[src/rtl/itf_pkg.sv]
// Shared types, constants and helpers for the integer text formatter.
// No dependencies; used by itf_digit_unit and integer_text_formatter_top.
package itf_pkg;

  localparam int unsigned MaxFieldWidth = 48;
  localparam int unsigned DigitMax      = 32;
  localparam int unsigned DigIdxW       = $clog2(DigitMax);

  localparam logic [2:0] FuncSdec = 3'd0;
  localparam logic [2:0] FuncUdec = 3'd1;
  localparam logic [2:0] FuncHex  = 3'd2;
  localparam logic [2:0] FuncOct  = 3'd3;
  localparam logic [2:0] FuncBin  = 3'd4;
  localparam logic [2:0] FuncPtr  = 3'd5;

  localparam logic [7:0] CharZero   = 8'h30;
  localparam logic [7:0] CharUpperA = 8'h41;
  localparam logic [7:0] CharX      = 8'h78;
  localparam logic [7:0] CharMinus  = 8'h2d;
  localparam logic [7:0] CharPlus   = 8'h2b;
  localparam logic [7:0] CharSpace  = 8'h20;

  // ceil(2^35 / 10): floor(x * RecipTen / 2^35) == x / 10 for all 32-bit x
  localparam logic [31:0] RecipTen = 32'hCCCCCCCD;

  typedef enum logic [1:0] {
    RADIX_DEC,
    RADIX_HEX,
    RADIX_OCT,
    RADIX_BIN
  } radix_e;

  typedef struct packed {
    logic   start;
    radix_e radix;
  } du_req_t;

  function automatic logic [7:0] digit_char(input logic [3:0] d);
    logic [7:0] c;
    if (d < 4'd10) begin
      c = CharZero + {4'b0000, d};
    end else begin
      c = CharUpperA + {4'b0000, d} - 8'd10;
    end
    return c;
  endfunction

endpackage

[src/rtl/itf_digit_unit.sv]
// Shared digit extraction unit: one quotient and remainder per request.
// Decimal uses a registered reciprocal multiply; powers of two use shifts.
// Depends on itf_pkg.
module itf_digit_unit (
  input  logic            clk_i,
  input  logic            rst_ni,
  input  itf_pkg::du_req_t req_i,
  input  logic [31:0]     mag_i,
  output logic            done_o,
  output logic [31:0]     quo_o,
  output logic [3:0]      rem_o
);

  logic                 valid_q;
  logic [31:0]          mag_q;
  itf_pkg::radix_e      radix_q;
  logic [28:0]          prod_q;
  logic [63:0]          prod_full;
  logic [31:0]          quo;
  logic [31:0]          rem_w;

  assign prod_full = {32'b0, mag_i} * {32'b0, itf_pkg::RecipTen};

  always_ff @(posedge clk_i or negedge rst_ni) begin
    if (!rst_ni) begin
      valid_q <= 1'b0;
    end else begin
      valid_q <= req_i.start;
    end
  end

  always_ff @(posedge clk_i) begin
    if (req_i.start) begin
      mag_q   <= mag_i;
      radix_q <= req_i.radix;
      prod_q  <= prod_full[63:35];
    end
  end

  always_comb begin
    quo   = '0;
    rem_w = '0;
    case (radix_q)
      itf_pkg::RADIX_DEC: begin
        quo   = {3'b000, prod_q};
        rem_w = mag_q - (quo << 3) - (quo << 1);
      end
      itf_pkg::RADIX_HEX: begin
        quo   = mag_q >> 4;
        rem_w = {28'b0, mag_q[3:0]};
      end
      itf_pkg::RADIX_OCT: begin
        quo   = mag_q >> 3;
        rem_w = {29'b0, mag_q[2:0]};
      end
      itf_pkg::RADIX_BIN: begin
        quo   = mag_q >> 1;
        rem_w = {31'b0, mag_q[0]};
      end
      default: begin
        quo   = '0;
        rem_w = '0;
      end
    endcase
  end

  assign done_o = valid_q;
  assign quo_o  = quo;
  assign rem_o  = rem_w[3:0];

  a_done_follows_start : assert property (@(posedge clk_i) disable iff (!rst_ni)
    done_o |-> $past(req_i.start))
    else $error("digit unit done without a request");

  a_dec_rem_range : assert property (@(posedge clk_i) disable iff (!rst_ni)
    done_o && (radix_q == itf_pkg::RADIX_DEC) |-> (rem_o < 4'd10) && (quo_o <= mag_q))
    else $error("decimal remainder out of range");

endmodule

[src/rtl/integer_text_formatter_top.sv]
// Integer text formatter top: sequencer, digit store and character output.
// Each digit passes through S_START and S_WAIT; S_LAYOUT then sets up the field before emit.
// A new item is taken only when idle, after its last char; one char per cycle unless out_stall_i holds.
// Reset (rst_ni low, asynchronous): idle, output empty. Uses itf_pkg, itf_digit_unit.
module integer_text_formatter_top (
  input  logic        clk_i,
  input  logic        rst_ni,
  input  logic        in_valid_i,
  output logic        in_stall_o,
  input  logic [2:0]  func_i,
  input  logic [31:0] value_i,
  input  logic        flag_left_i,
  input  logic        flag_plus_i,
  input  logic        flag_space_i,
  input  logic        flag_zero_i,
  input  logic        flag_alt_i,
  input  logic [5:0]  width_i,
  output logic        out_valid_o,
  input  logic        out_stall_i,
  output logic [7:0]  out_char_o,
  output logic        last_o
);

  typedef enum logic [2:0] {
    S_IDLE,
    S_START,
    S_WAIT,
    S_LAYOUT,
    S_EMIT
  } state_e;

  typedef enum logic [1:0] {
    SEG_PAD,
    SEG_PFX,
    SEG_DIG
  } seg_e;

  state_e              state_q;
  itf_pkg::radix_e     radix_q;
  logic [31:0]         mag_q;
  logic [5:0]          nd_q;
  logic [5:0]          width_q;
  logic                has_sign_q;
  logic [7:0]          sign_q;
  logic                alt_q;
  logic                zero_q;
  logic                left_q;
  logic [6:0]          b1_q;
  logic [6:0]          b2_q;
  seg_e                seg1_q;
  seg_e                seg2_q;
  seg_e                seg3_q;
  logic [6:0]          pos_q;
  logic [6:0]          last_pos_q;
  logic                out_valid_q;
  logic [7:0]          out_char_q;
  logic                out_last_q;
  logic [3:0]          digits_q [itf_pkg::DigitMax];

  itf_pkg::du_req_t    du_req;
  logic                du_done;
  logic [31:0]         du_quo;
  logic [3:0]          du_rem;

  logic                accept;
  logic                load;
  logic [5:0]          width_sat;
  logic                neg;
  itf_pkg::radix_e     radix_in;
  logic [1:0]          plen;
  logic [6:0]          cnt;
  logic [6:0]          pad;
  logic [6:0]          off;
  seg_e                seg;
  logic [6:0]          dig_pos;
  logic [7:0]          char_d;
  logic                last_d;

  assign accept    = in_valid_i && (state_q == S_IDLE);
  assign load      = !out_valid_q || !out_stall_i;
  assign width_sat = (width_i > 6'(itf_pkg::MaxFieldWidth)) ?
                     6'(itf_pkg::MaxFieldWidth) : width_i;
  assign neg       = (func_i == itf_pkg::FuncSdec) && value_i[31];

  always_comb begin
    case (func_i)
      itf_pkg::FuncHex, itf_pkg::FuncPtr: radix_in = itf_pkg::RADIX_HEX;
      itf_pkg::FuncOct:                   radix_in = itf_pkg::RADIX_OCT;
      itf_pkg::FuncBin:                   radix_in = itf_pkg::RADIX_BIN;
      default:                            radix_in = itf_pkg::RADIX_DEC;
    endcase
  end

  assign du_req.start = (state_q == S_START);
  assign du_req.radix = radix_q;

  itf_digit_unit u_digit (
    .clk_i  (clk_i),
    .rst_ni (rst_ni),
    .req_i  (du_req),
    .mag_i  (mag_q),
    .done_o (du_done),
    .quo_o  (du_quo),
    .rem_o  (du_rem)
  );

  // layout of the field
  always_comb begin
    plen = has_sign_q ? 2'd1 : (alt_q ? 2'd2 : 2'd0);
    cnt  = {1'b0, nd_q} + ((zero_q && alt_q) ? 7'd0 : {5'b0, plen});
    pad  = ({1'b0, width_q} > cnt) ? ({1'b0, width_q} - cnt) : 7'd0;
  end

  // character at the current position
  always_comb begin
    if (pos_q < b1_q) begin
      seg = seg1_q;
      off = pos_q;
    end else if (pos_q < b2_q) begin
      seg = seg2_q;
      off = pos_q - b1_q;
    end else begin
      seg = seg3_q;
      off = pos_q - b2_q;
    end
    dig_pos = {1'b0, nd_q} - 7'd1 - off;
    case (seg)
      SEG_PAD: char_d = zero_q ? itf_pkg::CharZero : itf_pkg::CharSpace;
      SEG_PFX: char_d = has_sign_q ? sign_q :
                        ((off == 7'd0) ? itf_pkg::CharZero : itf_pkg::CharX);
      SEG_DIG: char_d = itf_pkg::digit_char(digits_q[dig_pos[itf_pkg::DigIdxW-1:0]]);
      default: char_d = itf_pkg::CharSpace;
    endcase
    last_d = (pos_q == last_pos_q);
  end

  always_ff @(posedge clk_i) begin
    if ((state_q == S_WAIT) && du_done) begin
      digits_q[nd_q[itf_pkg::DigIdxW-1:0]] <= du_rem;
    end
  end

  always_ff @(posedge clk_i or negedge rst_ni) begin
    if (!rst_ni) begin
      state_q     <= S_IDLE;
      radix_q     <= itf_pkg::RADIX_DEC;
      mag_q       <= '0;
      nd_q        <= '0;
      width_q     <= '0;
      has_sign_q  <= 1'b0;
      sign_q      <= '0;
      alt_q       <= 1'b0;
      zero_q      <= 1'b0;
      left_q      <= 1'b0;
      b1_q        <= '0;
      b2_q        <= '0;
      seg1_q      <= SEG_PAD;
      seg2_q      <= SEG_PAD;
      seg3_q      <= SEG_PAD;
      pos_q       <= '0;
      last_pos_q  <= '0;
      out_valid_q <= 1'b0;
      out_char_q  <= '0;
      out_last_q  <= 1'b0;
    end else begin
      if (load && (state_q != S_EMIT)) begin
        out_valid_q <= 1'b0;
      end
      case (state_q)
        S_IDLE: begin
          if (accept) begin
            radix_q    <= radix_in;
            mag_q      <= neg ? (32'd0 - value_i) : value_i;
            nd_q       <= '0;
            width_q    <= width_sat;
            has_sign_q <= (func_i == itf_pkg::FuncSdec) &&
                          (value_i[31] || flag_plus_i || flag_space_i);
            sign_q     <= neg ? itf_pkg::CharMinus :
                          (flag_plus_i ? itf_pkg::CharPlus : itf_pkg::CharSpace);
            alt_q      <= (func_i == itf_pkg::FuncHex) && flag_alt_i;
            zero_q     <= flag_zero_i;
            left_q     <= flag_left_i;
            state_q    <= S_START;
          end
        end
        S_START: begin
          state_q <= S_WAIT;
        end
        S_WAIT: begin
          if (du_done) begin
            nd_q  <= nd_q + 6'd1;
            mag_q <= du_quo;
            if ((du_quo == 32'd0) || (nd_q == 6'(itf_pkg::DigitMax - 1))) begin
              state_q <= S_LAYOUT;
            end else begin
              state_q <= S_START;
            end
          end
        end
        S_LAYOUT: begin
          pos_q      <= '0;
          last_pos_q <= {5'b0, plen} + {1'b0, nd_q} + pad - 7'd1;
          if (zero_q) begin
            b1_q   <= {5'b0, plen};
            b2_q   <= {5'b0, plen} + pad;
            seg1_q <= SEG_PFX;
            seg2_q <= SEG_PAD;
            seg3_q <= SEG_DIG;
          end else if (!left_q) begin
            b1_q   <= pad;
            b2_q   <= pad + {5'b0, plen};
            seg1_q <= SEG_PAD;
            seg2_q <= SEG_PFX;
            seg3_q <= SEG_DIG;
          end else begin
            b1_q   <= {5'b0, plen};
            b2_q   <= {5'b0, plen} + {1'b0, nd_q};
            seg1_q <= SEG_PFX;
            seg2_q <= SEG_DIG;
            seg3_q <= SEG_PAD;
          end
          state_q <= S_EMIT;
        end
        S_EMIT: begin
          if (load) begin
            out_valid_q <= 1'b1;
            out_char_q  <= char_d;
            out_last_q  <= last_d;
            pos_q       <= pos_q + 7'd1;
            if (last_d) begin
              state_q <= S_IDLE;
            end
          end
        end
        default: begin
          state_q <= S_IDLE;
        end
      endcase
    end
  end

  assign in_stall_o  = (state_q != S_IDLE);
  assign out_valid_o = out_valid_q;
  assign out_char_o  = out_char_q;
  assign last_o      = out_last_q;

  a_busy_after_accept : assert property (@(posedge clk_i) disable iff (!rst_ni)
    in_valid_i && !in_stall_o |=> in_stall_o)
    else $error("input accepted but sequencer not busy");

  a_digit_count : assert property (@(posedge clk_i) disable iff (!rst_ni)
    nd_q <= 6'(itf_pkg::DigitMax))
    else $error("digit count overflow");

  a_pos_in_field : assert property (@(posedge clk_i) disable iff (!rst_ni)
    (state_q == S_EMIT) |-> (pos_q <= last_pos_q))
    else $error("emit position past end of field");

  a_last_ends_emit : assert property (@(posedge clk_i) disable iff (!rst_ni)
    (state_q == S_EMIT) && load && last_d |=> (state_q == S_IDLE) && last_o)
    else $error("final word did not end the item");

endmodule

[config.mk]
export PLATFORM = sky130hd
export DESIGN_NAME = integer_text_formatter_top
export DESIGN_NICKNAME = d
export VERILOG_FILES = /design/src/rtl/itf_pkg.sv /design/src/rtl/itf_digit_unit.sv /design/src/rtl/integer_text_formatter_top.sv
export SDC_FILE = /design/constraint.sdc
export NUM_CORES = 2
export LEC_CHECK = 0
export ABC_AREA = 0
export BUFFER_PORTS_ARGS = -buffer_cell sky130_fd_sc_hd__buf_2
export CELL_PAD_IN_SITES_DETAIL_PLACEMENT = 0
export CELL_PAD_IN_SITES_GLOBAL_PLACEMENT = 1
export CORE_MARGIN = 2
export CORE_UTILIZATION = 53
export CTS_CLUSTER_DIAMETER = 100
export DETAILED_ROUTE_END_ITERATION = 10
export PLACE_DENSITY = 0.94
export SYNTH_ARGS = -nofsm -noshare
export SYNTH_HDL_FRONTEND = slang
export SYNTH_SLANG_ARGS = --single-unit
[constraint.sdc]
create_clock -name clk_i -period 8.5 [get_ports clk_i]
set_clock_uncertainty 0.1 [all_clocks]
set_input_delay 0.425 -clock clk_i [delete_from_list [all_inputs] [get_ports clk_i]]
set_output_delay 0.425 -clock clk_i [all_outputs]
set_load 0.05 [all_outputs]
==> impl_metrics.tcl <==
set metrics [dict create \
    reg2reg_to "u_digit.prod_q[9]" \
    cp_cell_sequence "ha_1 > xnor2_1 > o21ai_0 > fa_1 > inv_1 > fa_1 > fa_1 > inv_1 > fa_1 > fa_1 > fa_1 > ha_1 > nand2_1 > nor2_1 > a2111oi_0 > o211ai_1 > a41oi_1 > buf_4 > o311ai_0 > o211ai_1 > o21ai_0 > a21oi_1 > xnor2_1" \
    ctsHtreeMaxLevel 2 \
    clk_latency_ns 0.57 \
    grt_pass1_vias 22910 \
    synth_edf_count 191 \
    postRouteAntennaNets 0 \
    ys_top_cells_by_area "fa_1, edfxtp_1, ha_1" \
    row_count 89 \
    ios 61 \
    worstHoldPathType "in2reg" \
    ys_seq_elements 290 \
    fill_cells 4833 \
    vias 22170 \
    min_period_ns 8.110 \
    crit_arrival_ns 8.33 \
    die-area_um2 61510 \
    yosysTopAreaCell "fa_1" \
    cp-startpoint "mag_q[8]" \
    routed_wl_mm 95.51 \
    synth_ff_type "edfxtp_1" \
    tightestPinTransition_ns 1.317 \
    status "completed" \
    max_cap_viol_count 0 \
    rsz0062_at_grt "false" \
    reg2reg_from "mag_q[8]" \
    initial_core_util_pct 53.57 \
    viasPerCell 5.915 \
    cts_sinks 290 \
    crit_path_end "u_digit.prod_q[9]" \
    cp.depth 23 \
    drc 0 \
    seqCellArea_um2 8218 \
    drive_gt1_share_pct 9.449 \
    async_flop_share_pct 34.14 \
    crit_required_ns 8.72 \
    cts_buffer_depth 3 \
    syn_avg_cell_area_um2 11.00 \
    seq_area_frac_synth_pct 26.02 \
    reg2reg_slack_ns 0.39 \
    multi_input_area_um2 20870 \
    dr.pass1.iters 6 \
    worstRegToRegCells 23 \
    setup_viol 0 \
    cts_tree "done" \
    area_delta_synth_final_pct 8.235 \
    cp_slowest_cell "fa_1" \
    gp_congestion 1.012 \
    fp.coreArea_um2 58910 \
    netlist_area_um2 31560 \
    post-cts-setup-buffers 0 \
    critPathMaxStageDelay_ns 0.58 \
    grt_max_degree 65 \
    cts_made_buffers 35 \
    syn_nets 3711 \
    grt_pass1_wl_mm 144.6 \
    start_kind "flop" \
    fmaxAchievable_mhz 123.3 \
    crit_top_cell "fa_1" \
    clk_pin_slew_ns 0.06 \
    synth_top_area_share_pct 24.99 \
    worst-path-buf-inv 3 \
    tns_ns 0 \
    cpLargestDelayFamily "adder cells" \
    path_class "reg2reg" \
    drv_slew 0 \
    crit_path_end_kind "flop" \
    relSlewSlack_pct 11.36 \
    layout.nets 3789 \
    cts-root-buf "clkbuf_16" \
    die_y_um 248.0 \
    cp_max_fo 9 \
    drtIter0Drc 1850 \
    overflow 0 \
    yosysWarnings 0 \
    die_x_um 248.0 \
    post-route-period-util_pct 95.41 \
    hold_viol_final 0 \
    place.port_buffers 59 \
    grt_use_total_pct 32.20 \
    dp_hpwl_mm 79.95 \
    yosysUniqueCellTypes 92 \
    antenna_found_initial 1 \
    syn-instance-count 2869 \
    wl_per_cell_um 25.48 \
]
per-layer routing:
layer | share of wire [%] | up-vias | track usage [%]
met5 | 0 | - | 0
met4 | 4.3 | 0 | 12.52
met3 | 8.8 | 181 | 5.925
met2 | 45 | 999 | 49.68
met1 | 41 | 11290 | 45.43
li1 | - | 9702 | -
cell usage after synthesis (7+ instances only):
master    number
o21bai_1      10
xnor2_1       75
o21ai_1       18
o211ai_1      15
buf_2          8
and2_1        11
a31oi_1       15
nor3_1        18
nor2b_1       14
a21oi_1      106
fa_1         394
edfxtp_1     191
nand3_1       38
nand2_1      167
o31ai_1        7
nand2b_1      16
inv_1        590
nor2_1       128
or3_1          7
o21ai_0       95
clkbuf_1      55
a21o_1        57
xor2_1        80
nand4_1       16
nor4_1         9
mux4_2        66
dfrtp_1       99
or2_2         10
a211o_1        7
ha_1         398
o22ai_1       11
and3_1        10
mux2i_1       11
worst min-delay path: cells and delay by family:
kind                   cells  cell delay, ns
buffers and inverters      1            0.13
AND/OR/NAND/NOR            2            0.12
registers in the layout, summed over array words and instances (netlist names), 2 cells and up, named ones only:
register / flops
b2_q: 7
mag_q: 32
u_digit.prod_q: 29
nd_q: 6
last_pos_q: 7
radix_q: 2
out_char_o: 7
u_digit.mag_q: 32
b1_q: 7
u_digit.radix_q: 2
seg2_q: 2
state_q: 3
digits_q: 128
sign_q: 4
pos_q: 7
width_q: 6
how the worst min path moves through the flow:
stage,from,end,slack (ns),cells past startpoint
2_1_floorplan,rst_ni,asynchronous set/reset pin,0.03,0
3_3_place_gp,radix_q[0],u_digit.radix_q[0],0.33,0
3_5_place_dp,radix_q[0],u_digit.radix_q[0],0.34,0
4_1_cts,flag_plus_i,sign_q[1],0.02,3
5_1_grt,flag_plus_i,sign_q[1],0.07,3
6_report,flag_plus_i,sign_q[1],0.05,3
area by class of cell:
class,instances,area share (%)
multi-input combinational,1916,61.11
timing repair buffer,113,2.132
antenna,1,0.007326
clock buffer,40,2.619
tap,773,2.831
sequential,290,24.06
inverter,591,6.495
clock inverter,24,0.7473
layout by cell type (no fill, tap or decap), drive strengths merged, types with 40 or more instances in the layout:
| cell | n |
|---|---|
| clkbuf | 40 |
| a21oi | 110 |
| ha | 398 |
| buf | 103 |
| a21o | 57 |
| xnor2 | 77 |
| edfxtp | 191 |
| inv | 597 |
| o21ai | 114 |
| nand2 | 168 |
| fa | 394 |
| xor2 | 80 |
| mux4 | 66 |
| dfrtp | 99 |
| nor2 | 129 |
kinds of logic after synthesis:
logic type	after synthesis	share of synthesized area [%]
flops	290	26.02
compound gates	403	8.068
xor+xnor	157	4.405
other cells	1	0.01188
buf+inv	663	7.977
fa+ha+maj	792	40.77
simple gates	481	7.473
mux	82	5.269
metrics by stage:
| stage | worst slack [ns] | area, um2 | instances | util (%) | hold WS, ns |
|---|---|---|---|---|---|
| after detailed placement | 0.3057 | 32890 | 3673 | 55.83 | 0.3400 |
| after CTS | 0.2109 | 34140 | 3747 | 57.95 | 0.02354 |
| after global placement | 0.2378 | 32890 | 3673 | 55.83 | 0.3329 |
| after floorplan | 1.620 | 31560 | 2869 | - | 0.02941 |
| final | 0.3904 | 34160 | 3748 | 57.99 | 0.04705 |
| after global routing | 0.02552 | 34160 | 3747 | 57.98 | 0.06957 |
timing repair:
| item | CTS | global route |
|---|---|---|
| setup endpoints to repair | 0 | 11 |
| resized for setup | 0 | 7 |
| endpoints found under the hold margin | 49 | 0 |
| hold buffers | 10 | 0 |
Power is not shown: default switching activity piles up to over one toggle a cycle in this logic, so the estimate is an artifact.
